<file path="config.mk">
export PLATFORM = sky130hd
export DESIGN_NAME = sleep_queue_wakeup_timer_unit
export DESIGN_NICKNAME = d
export VERILOG_FILES = /design/src/design/sqwt_pkg.sv /design/src/design/sleep_queue_wakeup_timer_unit.sv /design/src/design/sqwt_mem.sv /design/src/design/sqwt_ctrl.sv
export SDC_FILE = /design/constraint.sdc
export NUM_CORES = 2
export LEC_CHECK = 0
export BUFFER_PORTS_ARGS = -buffer_cell sky130_fd_sc_hd__buf_2
export CORE_MARGIN = 2
export CORE_UTILIZATION = 35
export CTS_CLUSTER_SIZE = 25
export DETAILED_ROUTE_END_ITERATION = 8
export HOLD_SLACK_MARGIN = 0.02
export PLACE_DENSITY = 0.59
export SYNTH_ARGS = -nofsm -noshare
export SYNTH_HDL_FRONTEND = slang
export SYNTH_SLANG_ARGS = --single-unit
</file>
<file path="constraint.sdc">
create_clock -name clk -period 19.22 [get_ports clk]
set_input_delay 0.961 -clock clk [delete_from_list [all_inputs] [get_ports clk]]
set_output_delay 0.961 -clock clk [all_outputs]
set_load 0.01 [all_outputs]
</file>
<file path="src/design/sqwt_pkg.sv">
// ----------------------------------------------------------------------------
// sqwt_pkg
// shared types and codes for the sleep queue wake-up timer
// ----------------------------------------------------------------------------
package sqwt_pkg;

  // result status codes
  typedef enum logic [1:0] {
    ST_WOKEN      = 2'd0,
    ST_QUEUED     = 2'd1,
    ST_NOT_QUEUED = 2'd2,
    ST_FULL       = 2'd3
  } status_t;

  // input kinds carried on s_tuser
  localparam logic MODE_SLEEP = 1'b0;
  localparam logic MODE_TICK  = 1'b1;

  // sequencer states
  typedef enum logic [1:0] {
    S_IDLE,
    S_READ,
    S_EVAL,
    S_FLUSH
  } state_t;

  // configuration register map
  localparam int    ADDR_W         = 3;
  localparam logic  REG_IDLE_INDEX = 1'b0;
  localparam int    DUR_W          = 32;
  localparam int    TIME_W         = 64;
  localparam int    CFG_W          = 32;

endpackage

</file>
<file path="src/design/sleep_queue_wakeup_timer_unit.sv">
// a sleep result waits in the pending register until the output is free, then the unit is
// free; a tick advances the counter, then reads each stored sleeper, compares it and writes
// back survivors, then presents the final woken beat, if any; woken beats leave through one
// output register; the scan stalls on a due sleeper while a beat waits and it is occupied
// reset (rst, synchronous, active high) zeroes the tick counter, the fill count and the
// idle id; the table memory is not cleared, the fill count marks which entries are live
// ----------------------------------------------------------------------------
// sleep_queue_wakeup_timer_unit
// sleep list with absolute wake times and a tick driven wake-up scan
// ----------------------------------------------------------------------------
module sleep_queue_wakeup_timer_unit #(
  parameter int MAX_SLEEPERS = 16,
  parameter int ID_BITS      = 6
) (
  input  logic clk,
  input  logic rst,
  // configuration
  input  logic                        psel,
  input  logic                        penable,
  input  logic                        pwrite,
  input  logic [sqwt_pkg::ADDR_W-1:0] paddr,
  input  logic [sqwt_pkg::CFG_W-1:0]  pwdata,
  output logic [sqwt_pkg::CFG_W-1:0]  prdata,
  output logic                        pready,
  // input stream
  input  logic                        s_tvalid,
  output logic                        s_tready,
  // s_tdata: thread_id, duration, zero padding
  input  logic [((ID_BITS+sqwt_pkg::DUR_W+7)/8)*8-1:0] s_tdata,
  // s_tuser: mode
  input  logic                        s_tuser,
  // result stream
  output logic                        m_tvalid,
  input  logic                        m_tready,
  // m_tdata: result_id, zero padding
  output logic [((ID_BITS+7)/8)*8-1:0] m_tdata,
  // m_tuser: status
  output logic [1:0]                  m_tuser,
  output logic                        m_tlast
);

  localparam int IDX_W  = (MAX_SLEEPERS > 1) ? $clog2(MAX_SLEEPERS) : 1;
  localparam int CNT_W  = $clog2(MAX_SLEEPERS + 1);
  localparam int DATA_W = ID_BITS + sqwt_pkg::TIME_W;
  localparam int OUT_W  = ((ID_BITS + 7) / 8) * 8;

  logic [ID_BITS-1:0] idle_id;
  logic               cfg_write;
  logic               wr_en;
  logic [IDX_W-1:0]   wr_addr;
  logic [DATA_W-1:0]  wr_data;
  logic               rd_en;
  logic [IDX_W-1:0]   rd_addr;
  logic [DATA_W-1:0]  rd_data;
  sqwt_pkg::status_t  out_status;
  logic [ID_BITS-1:0] out_id;

  // register port
  assign pready    = 1'b1;
  assign cfg_write = psel && penable && pwrite;

  always_ff @(posedge clk) begin
    if (rst) begin
      idle_id <= '0;
    end else if (cfg_write && paddr[2] == sqwt_pkg::REG_IDLE_INDEX) begin
      idle_id <= pwdata[ID_BITS-1:0];
    end
  end

  always_comb begin
    prdata = '0;
    if (paddr[2] == sqwt_pkg::REG_IDLE_INDEX) begin
      prdata = sqwt_pkg::CFG_W'(idle_id);
    end
  end

  // result packing
  assign m_tdata = OUT_W'(out_id);
  assign m_tuser = out_status;

  sqwt_ctrl #(
    .MAX_SLEEPERS (MAX_SLEEPERS),
    .ID_BITS      (ID_BITS),
    .IDX_W        (IDX_W),
    .CNT_W        (CNT_W)
  ) u_ctrl (
    .clk         (clk),
    .rst         (rst),
    .idle_id     (idle_id),
    .in_valid    (s_tvalid),
    .in_ready    (s_tready),
    .in_mode     (s_tuser),
    .in_id       (s_tdata[ID_BITS-1:0]),
    .in_duration (s_tdata[ID_BITS+sqwt_pkg::DUR_W-1:ID_BITS]),
    .out_valid   (m_tvalid),
    .out_ready   (m_tready),
    .out_status  (out_status),
    .out_id      (out_id),
    .out_last    (m_tlast),
    .wr_en       (wr_en),
    .wr_addr     (wr_addr),
    .wr_data     (wr_data),
    .rd_en       (rd_en),
    .rd_addr     (rd_addr),
    .rd_data     (rd_data)
  );

  sqwt_mem #(
    .DEPTH  (MAX_SLEEPERS),
    .ADDR_W (IDX_W),
    .DATA_W (DATA_W)
  ) u_mem (
    .clk     (clk),
    .wr_en   (wr_en),
    .wr_addr (wr_addr),
    .wr_data (wr_data),
    .rd_en   (rd_en),
    .rd_addr (rd_addr),
    .rd_data (rd_data)
  );

endmodule

</file>
<file path="src/design/sqwt_mem.sv">
// ----------------------------------------------------------------------------
// sqwt_mem
// sleeper table: one write port, one registered read port
// ----------------------------------------------------------------------------
module sqwt_mem #(
  parameter int DEPTH  = 16,
  parameter int ADDR_W = 4,
  parameter int DATA_W = 70
) (
  input  logic              clk,
  input  logic              wr_en,
  input  logic [ADDR_W-1:0] wr_addr,
  input  logic [DATA_W-1:0] wr_data,
  input  logic              rd_en,
  input  logic [ADDR_W-1:0] rd_addr,
  output logic [DATA_W-1:0] rd_data
);

  logic [DATA_W-1:0] mem [DEPTH];

  // write port
  always_ff @(posedge clk) begin
    if (wr_en) begin
      mem[wr_addr] <= wr_data;
    end
  end

  // read port, registered: data is valid in the cycle after the request
  always_ff @(posedge clk) begin
    if (rd_en) begin
      rd_data <= mem[rd_addr];
    end
  end

endmodule

</file>
<file path="src/design/sqwt_ctrl.sv">
// ----------------------------------------------------------------------------
// sqwt_ctrl
// tick counter, fill count and the sequencer that queues and wakes sleepers
// ----------------------------------------------------------------------------
module sqwt_ctrl #(
  parameter int MAX_SLEEPERS = 16,
  parameter int ID_BITS      = 6,
  parameter int IDX_W        = 4,
  parameter int CNT_W        = 5
) (
  input  logic                  clk,
  input  logic                  rst,
  input  logic [ID_BITS-1:0]    idle_id,
  // input beat
  input  logic                  in_valid,
  output logic                  in_ready,
  input  logic                  in_mode,
  input  logic [ID_BITS-1:0]    in_id,
  input  logic [sqwt_pkg::DUR_W-1:0] in_duration,
  // result beat
  output logic                  out_valid,
  input  logic                  out_ready,
  output sqwt_pkg::status_t     out_status,
  output logic [ID_BITS-1:0]    out_id,
  output logic                  out_last,
  // table memory
  output logic                  wr_en,
  output logic [IDX_W-1:0]      wr_addr,
  output logic [ID_BITS+sqwt_pkg::TIME_W-1:0] wr_data,
  output logic                  rd_en,
  output logic [IDX_W-1:0]      rd_addr,
  input  logic [ID_BITS+sqwt_pkg::TIME_W-1:0] rd_data
);

  localparam int TW = sqwt_pkg::TIME_W;

  sqwt_pkg::state_t  state, state_next;
  logic [TW-1:0]     tick, tick_next;
  logic [CNT_W-1:0]  count, count_next;
  logic [CNT_W-1:0]  scan_idx, scan_idx_next;
  logic [CNT_W-1:0]  keep, keep_next;
  logic              pend_valid, pend_valid_next;
  sqwt_pkg::status_t pend_status, pend_status_next;
  logic [ID_BITS-1:0] pend_id, pend_id_next;
  logic              out_valid_next;
  sqwt_pkg::status_t out_status_next;
  logic [ID_BITS-1:0] out_id_next;
  logic              out_last_next;

  logic              out_free;
  logic              positive;
  logic [TW-1:0]     entry_wake;
  logic [ID_BITS-1:0] entry_id;
  logic              due;
  logic              scan_end;

  assign out_free   = !out_valid || out_ready;
  assign positive   = (in_duration != '0) && !in_duration[sqwt_pkg::DUR_W-1];
  assign entry_wake = rd_data[TW-1:0];
  assign entry_id   = rd_data[ID_BITS+TW-1:TW];
  assign due        = entry_wake <= tick;
  assign scan_end   = (scan_idx + CNT_W'(1)) == count;
  assign in_ready   = (state == sqwt_pkg::S_IDLE);
  assign rd_addr    = scan_idx[IDX_W-1:0];

  // next state and datapath
  always_comb begin
    state_next       = state;
    tick_next        = tick;
    count_next       = count;
    scan_idx_next    = scan_idx;
    keep_next        = keep;
    pend_valid_next  = pend_valid;
    pend_status_next = pend_status;
    pend_id_next     = pend_id;
    out_valid_next   = out_valid && !out_ready;
    out_status_next  = out_status;
    out_id_next      = out_id;
    out_last_next    = out_last;
    wr_en            = 1'b0;
    wr_addr          = count[IDX_W-1:0];
    wr_data          = {in_id, tick + {{(TW-sqwt_pkg::DUR_W){1'b0}}, in_duration}};
    rd_en            = 1'b0;

    case (state)
      sqwt_pkg::S_IDLE: begin
        if (in_valid) begin
          if (in_mode == sqwt_pkg::MODE_SLEEP) begin
            // sleep request: one result, held until the output is free
            pend_valid_next = 1'b1;
            pend_id_next    = in_id;
            state_next      = sqwt_pkg::S_FLUSH;
            if (in_id == idle_id || !positive) begin
              pend_status_next = sqwt_pkg::ST_NOT_QUEUED;
            end else if (count == CNT_W'(MAX_SLEEPERS)) begin
              pend_status_next = sqwt_pkg::ST_FULL;
            end else begin
              pend_status_next = sqwt_pkg::ST_QUEUED;
              wr_en            = 1'b1;
              count_next       = count + CNT_W'(1);
            end
          end else begin
            // tick: advance the counter, then scan the table
            tick_next       = tick + TW'(1);
            scan_idx_next   = '0;
            keep_next       = '0;
            pend_valid_next = 1'b0;
            if (count != '0) begin
              state_next = sqwt_pkg::S_READ;
            end
          end
        end
      end

      sqwt_pkg::S_READ: begin
        rd_en      = 1'b1;
        state_next = sqwt_pkg::S_EVAL;
      end

      sqwt_pkg::S_EVAL: begin
        if (due && pend_valid && !out_free) begin
          // previous woken result still waiting for room
          state_next = sqwt_pkg::S_EVAL;
        end else begin
          if (due) begin
            if (pend_valid) begin
              out_valid_next  = 1'b1;
              out_status_next = pend_status;
              out_id_next     = pend_id;
              out_last_next   = 1'b0;
            end
            pend_valid_next  = 1'b1;
            pend_status_next = sqwt_pkg::ST_WOKEN;
            pend_id_next     = entry_id;
          end else begin
            // compact the survivors towards the head of the table
            wr_en     = 1'b1;
            wr_addr   = keep[IDX_W-1:0];
            wr_data   = rd_data;
            keep_next = keep + CNT_W'(1);
          end
          scan_idx_next = scan_idx + CNT_W'(1);
          if (scan_end) begin
            count_next = keep_next;
            if (pend_valid_next) begin
              state_next = sqwt_pkg::S_FLUSH;
            end else begin
              state_next = sqwt_pkg::S_IDLE;
            end
          end else begin
            state_next = sqwt_pkg::S_READ;
          end
        end
      end

      sqwt_pkg::S_FLUSH: begin
        // final result of the item carries last
        if (out_free) begin
          out_valid_next  = 1'b1;
          out_status_next = pend_status;
          out_id_next     = pend_id;
          out_last_next   = 1'b1;
          pend_valid_next = 1'b0;
          state_next      = sqwt_pkg::S_IDLE;
        end
      end

      default: begin
        state_next = sqwt_pkg::S_IDLE;
      end
    endcase
  end

  // control registers
  always_ff @(posedge clk) begin
    if (rst) begin
      state      <= sqwt_pkg::S_IDLE;
      tick       <= '0;
      count      <= '0;
      pend_valid <= 1'b0;
      out_valid  <= 1'b0;
    end else begin
      state      <= state_next;
      tick       <= tick_next;
      count      <= count_next;
      pend_valid <= pend_valid_next;
      out_valid  <= out_valid_next;
    end
  end

  // payload registers
  always_ff @(posedge clk) begin
    scan_idx    <= scan_idx_next;
    keep        <= keep_next;
    pend_status <= pend_status_next;
    pend_id     <= pend_id_next;
    out_status  <= out_status_next;
    out_id      <= out_id_next;
    out_last    <= out_last_next;
  end

endmodule
</file>
==> out/results.ini <==
[timing]
fin_worst_skew_ns=0.02501
timing.final.crit_share=0.3273
fmax_mhz=159.0
setup_viol=0
slew_violations=0
hold_viol_final=0
maxSlewHeadroom=0.2472
hold_slack_ns=0.4195
tns_ns=0
fin_crit_ns=6.290
tightest_slew_ns=1.098
grt_setup_unrepaired=no

[pwr]
power_density_mw_per_mm2=100.9
vdd_ir_drop_max_mv=0.09602
p_seq_frac=0.516
p_int_w=0.004809
combPwrFrac=0.084
power_switching_w=0.001405
leakage_nw=19.48
p_clk_frac=0.400
sw_frac_of_total=0.2261

[drt]
wire_per_inst_um=25.10
via_count=28370
drt-initial-drc-count=2837
antenna_left=0
drc_errors=0
via_per_inst=5.346
dr.pass1.iters=7
wl_um=133200

[clocking]
cts-root-buf=clkbuf_16
cts_buffer_depth=3
clkTransAtPathRegs_ns=0.06
cts_hold_buffers=0
cts_tree=yes
cts_resized=0
cts_htree_levels=4
postCtsSetupBuffers=0
cts_buffers=133
cts_sinks=1296
clk_latency_ns=0.76

[placement]
dp_hpwl_um=74320
io_buffer_count=69
place.gp.congestion=0.8529
placed_cells=5065

[grt]
antenna_found_initial=1
grt_start_max_net_pins=114
first_global_vias=28250
grt_pass1_wl_um=194500
overflow=0
grt_use_total=0.1684

[worst_setup_path]
worst_ep_required_time_ns=19.59
critPathCaptureType=flip-flop
cp.arrival_ns=6.66
path_class=flip-flop to flip-flop
critPathMaxFanout=42
cp-start-kind=flip-flop

[synthesis]
ys.flop_type=edfxtp_1
syn_inst=2965
yosysSeqAreaShare=0.7057
ys_ff_latch=1296
async_reset_ff_frac=0
synth_edf_count=1217
synth.distinct_cells=81
syn_avg_cell_area_um2=18.22
yosysWarnings=0
synth_area_mm2=0.05402

[die]
dieArea_mm2=0.1575
core_mm2=0.1537
start_util=0.3515
die_w_um=396.9
rows=144
io_pins=129
die_h_um=396.9

[finish]
syn2layout_area_growth_pct=13.95
fin_nets=3341
fillers=13690
multiInputGateArea_mm2=0.01513
post-route-util=0.4006
fin_cells=5306
seq_area_mm2=0.03813
drive_above_1_share=0.2364

[flow_run]
maxCapViolations=0

[min_path]
holdCritPathClass=flip-flop to flip-flop

[run_status]
status=completed

layout by cell type, fill, tap and decap left out, types with 70 or more instances in the layout:
cell,netlist,layout
dfxtp_1,79,79
inv_1,81,81
mux4_2,350,350
nor2_1,148,134
nand2_1,169,169
xnor2_1,110,110
ha_1,101,101
a21oi_1,70,70
buf_4,29,114
edfxtp_1,1217,1217
clkbuf_16,0,139
o21ai_0,95,95
path summary, 6_finish.rpt:
check | startpoint | endpoint | slack (ns) | cells after the start
worst max-delay path | u_ctrl.tick[42] | u_mem.mem[12][46] | 12.93 | 15
worst min-delay path | u_ctrl.pend_id[3] | u_ctrl.out_id[3] | 0.42 | 0
worst max register to register | u_ctrl.tick[42] | u_mem.mem[12][46] | 12.93 | 15
worst min register to register | u_ctrl.pend_id[3] | u_ctrl.out_id[3] | 0.42 | 0
through the flow:
step	worst slack [ns]	instance area [um2]	power, W
2_1_floorplan	12.82	54120	0.003618
3_3_place_gp	12.99	57410	0.003788
3_5_place_dp	12.95	57410	0.003793
5_1_grt	12.65	61560	0.006427
4_1_cts	12.91	61560	0.006280
6_report	12.93	61560	0.006214
cell type report:
type                       count  area share
antenna                        1  0.00004065
clock buffer                 161     0.05801
clock inverter                79    0.009451
inverter                      83    0.005061
multi-input combinational   1456      0.2458
sequential                  1296      0.6193
tap                         2044     0.04154
timing repair buffer         186     0.02073
kinds of logic (layout without fill, tap and decap cells):
kind of cell,count (synthesis),in the layout,synth area share
flip-flops,1296,1296,0.7057
AND/OR/NAND/NOR,561,561,0.05056
multiplexers,374,374,0.1506
AO/OA/AOI/OAI,261,261,0.02944
buffers and inverters,240,509,0.01881
XOR/XNOR,129,129,0.02091
adder cells (fa/ha/maj),102,102,0.02376
other,2,30,0.0001390
flip-flops by register name, indices dropped and copies added, names as in the netlist:
name,flops
u_ctrl.out_id,6
u_ctrl.pend_valid,1
u_ctrl.out_status,2
u_mem.mem,1120
u_ctrl.keep,5
u_ctrl.out_valid,1
u_ctrl.pend_status,2
u_ctrl.scan_idx,5
u_ctrl.out_last,1
u_ctrl.tick,64
u_ctrl.state,2
u_ctrl.count,5
idle_id,6
u_ctrl.pend_id,6
u_mem.rd_data,70
synth_stat cells, types with 5 or more instances:
master / n / area (um2)
inv_1: 81 / 304.0
edfxtp_1: 1217 / 36550
xnor2_1: 110 / 963.4
nand2_1: 169 / 634.4
o21ai_0: 95 / 475.5
nor2b_1: 24 / 150.1
ha_1: 101 / 1264
buf_4: 29 / 217.7
or3_1: 17 / 106.4
nor3_1: 37 / 185.2
mux2_2: 12 / 135.1
clkbuf_1: 111 / 416.7
mux2i_1: 12 / 120.1
nor2_1: 148 / 555.5
and4_1: 6 / 52.55
buf_1: 12 / 45.04
and3_1: 7 / 43.79
o21bai_1: 8 / 60.06
nand4_1: 29 / 181.4
nor4b_1: 7 / 61.31
a211oi_1: 5 / 37.54
mux4_2: 350 / 7883
a221oi_1: 5 / 43.79
nor4_1: 35 / 219.0
buf_2: 5 / 25.02
xor2_1: 19 / 166.4
dfxtp_1: 79 / 1582
a21oi_1: 70 / 350.3
nand2b_1: 8 / 50.05
a31oi_1: 12 / 75.07
a21o_1: 20 / 150.1
nand4b_1: 5 / 43.79
nand3_1: 44 / 220.2
power by group through the flow:
stage | registers, W | logic, W | clock network [W]
detailed placement | 0.00326 | 0.000529 | 0
global placement | 0.00326 | 0.000524 | 0
floorplan | 0.00325 | 0.000364 | 0
CTS | 0.00321 | 0.000531 | 0.00254
finish | 0.00321 | 0.000522 | 0.00249
global route | 0.00321 | 0.000566 | 0.00265
per-layer routing:
layer,GRT usage,vias up,wire length (um)
li1,-,12280,-
met5,0,-,0
met4,0.04746,0,2529
met3,0.02427,183,8369
met1,0.2425,14940,59230
met2,0.2664,970,63060
worst max-delay path: stages, from the launching register on:
cell and delay (ns):
dfxtp_1 0.46, inv_1 0.15, ha_1 0.33, nand4_1 0.12, nor4_1 0.68, a221o_1 0.28
a211o_1 0.15, a211oi_1 0.14, a21o_1 0.22, buf_4 0.22, nor2_4 0.11, buf_4 0.52
mux2i_1 0.42, nor2_4 0.72, buf_4 0.47, buf_4 0.77
No activity file was read; power rests on OpenSTA's default activity.
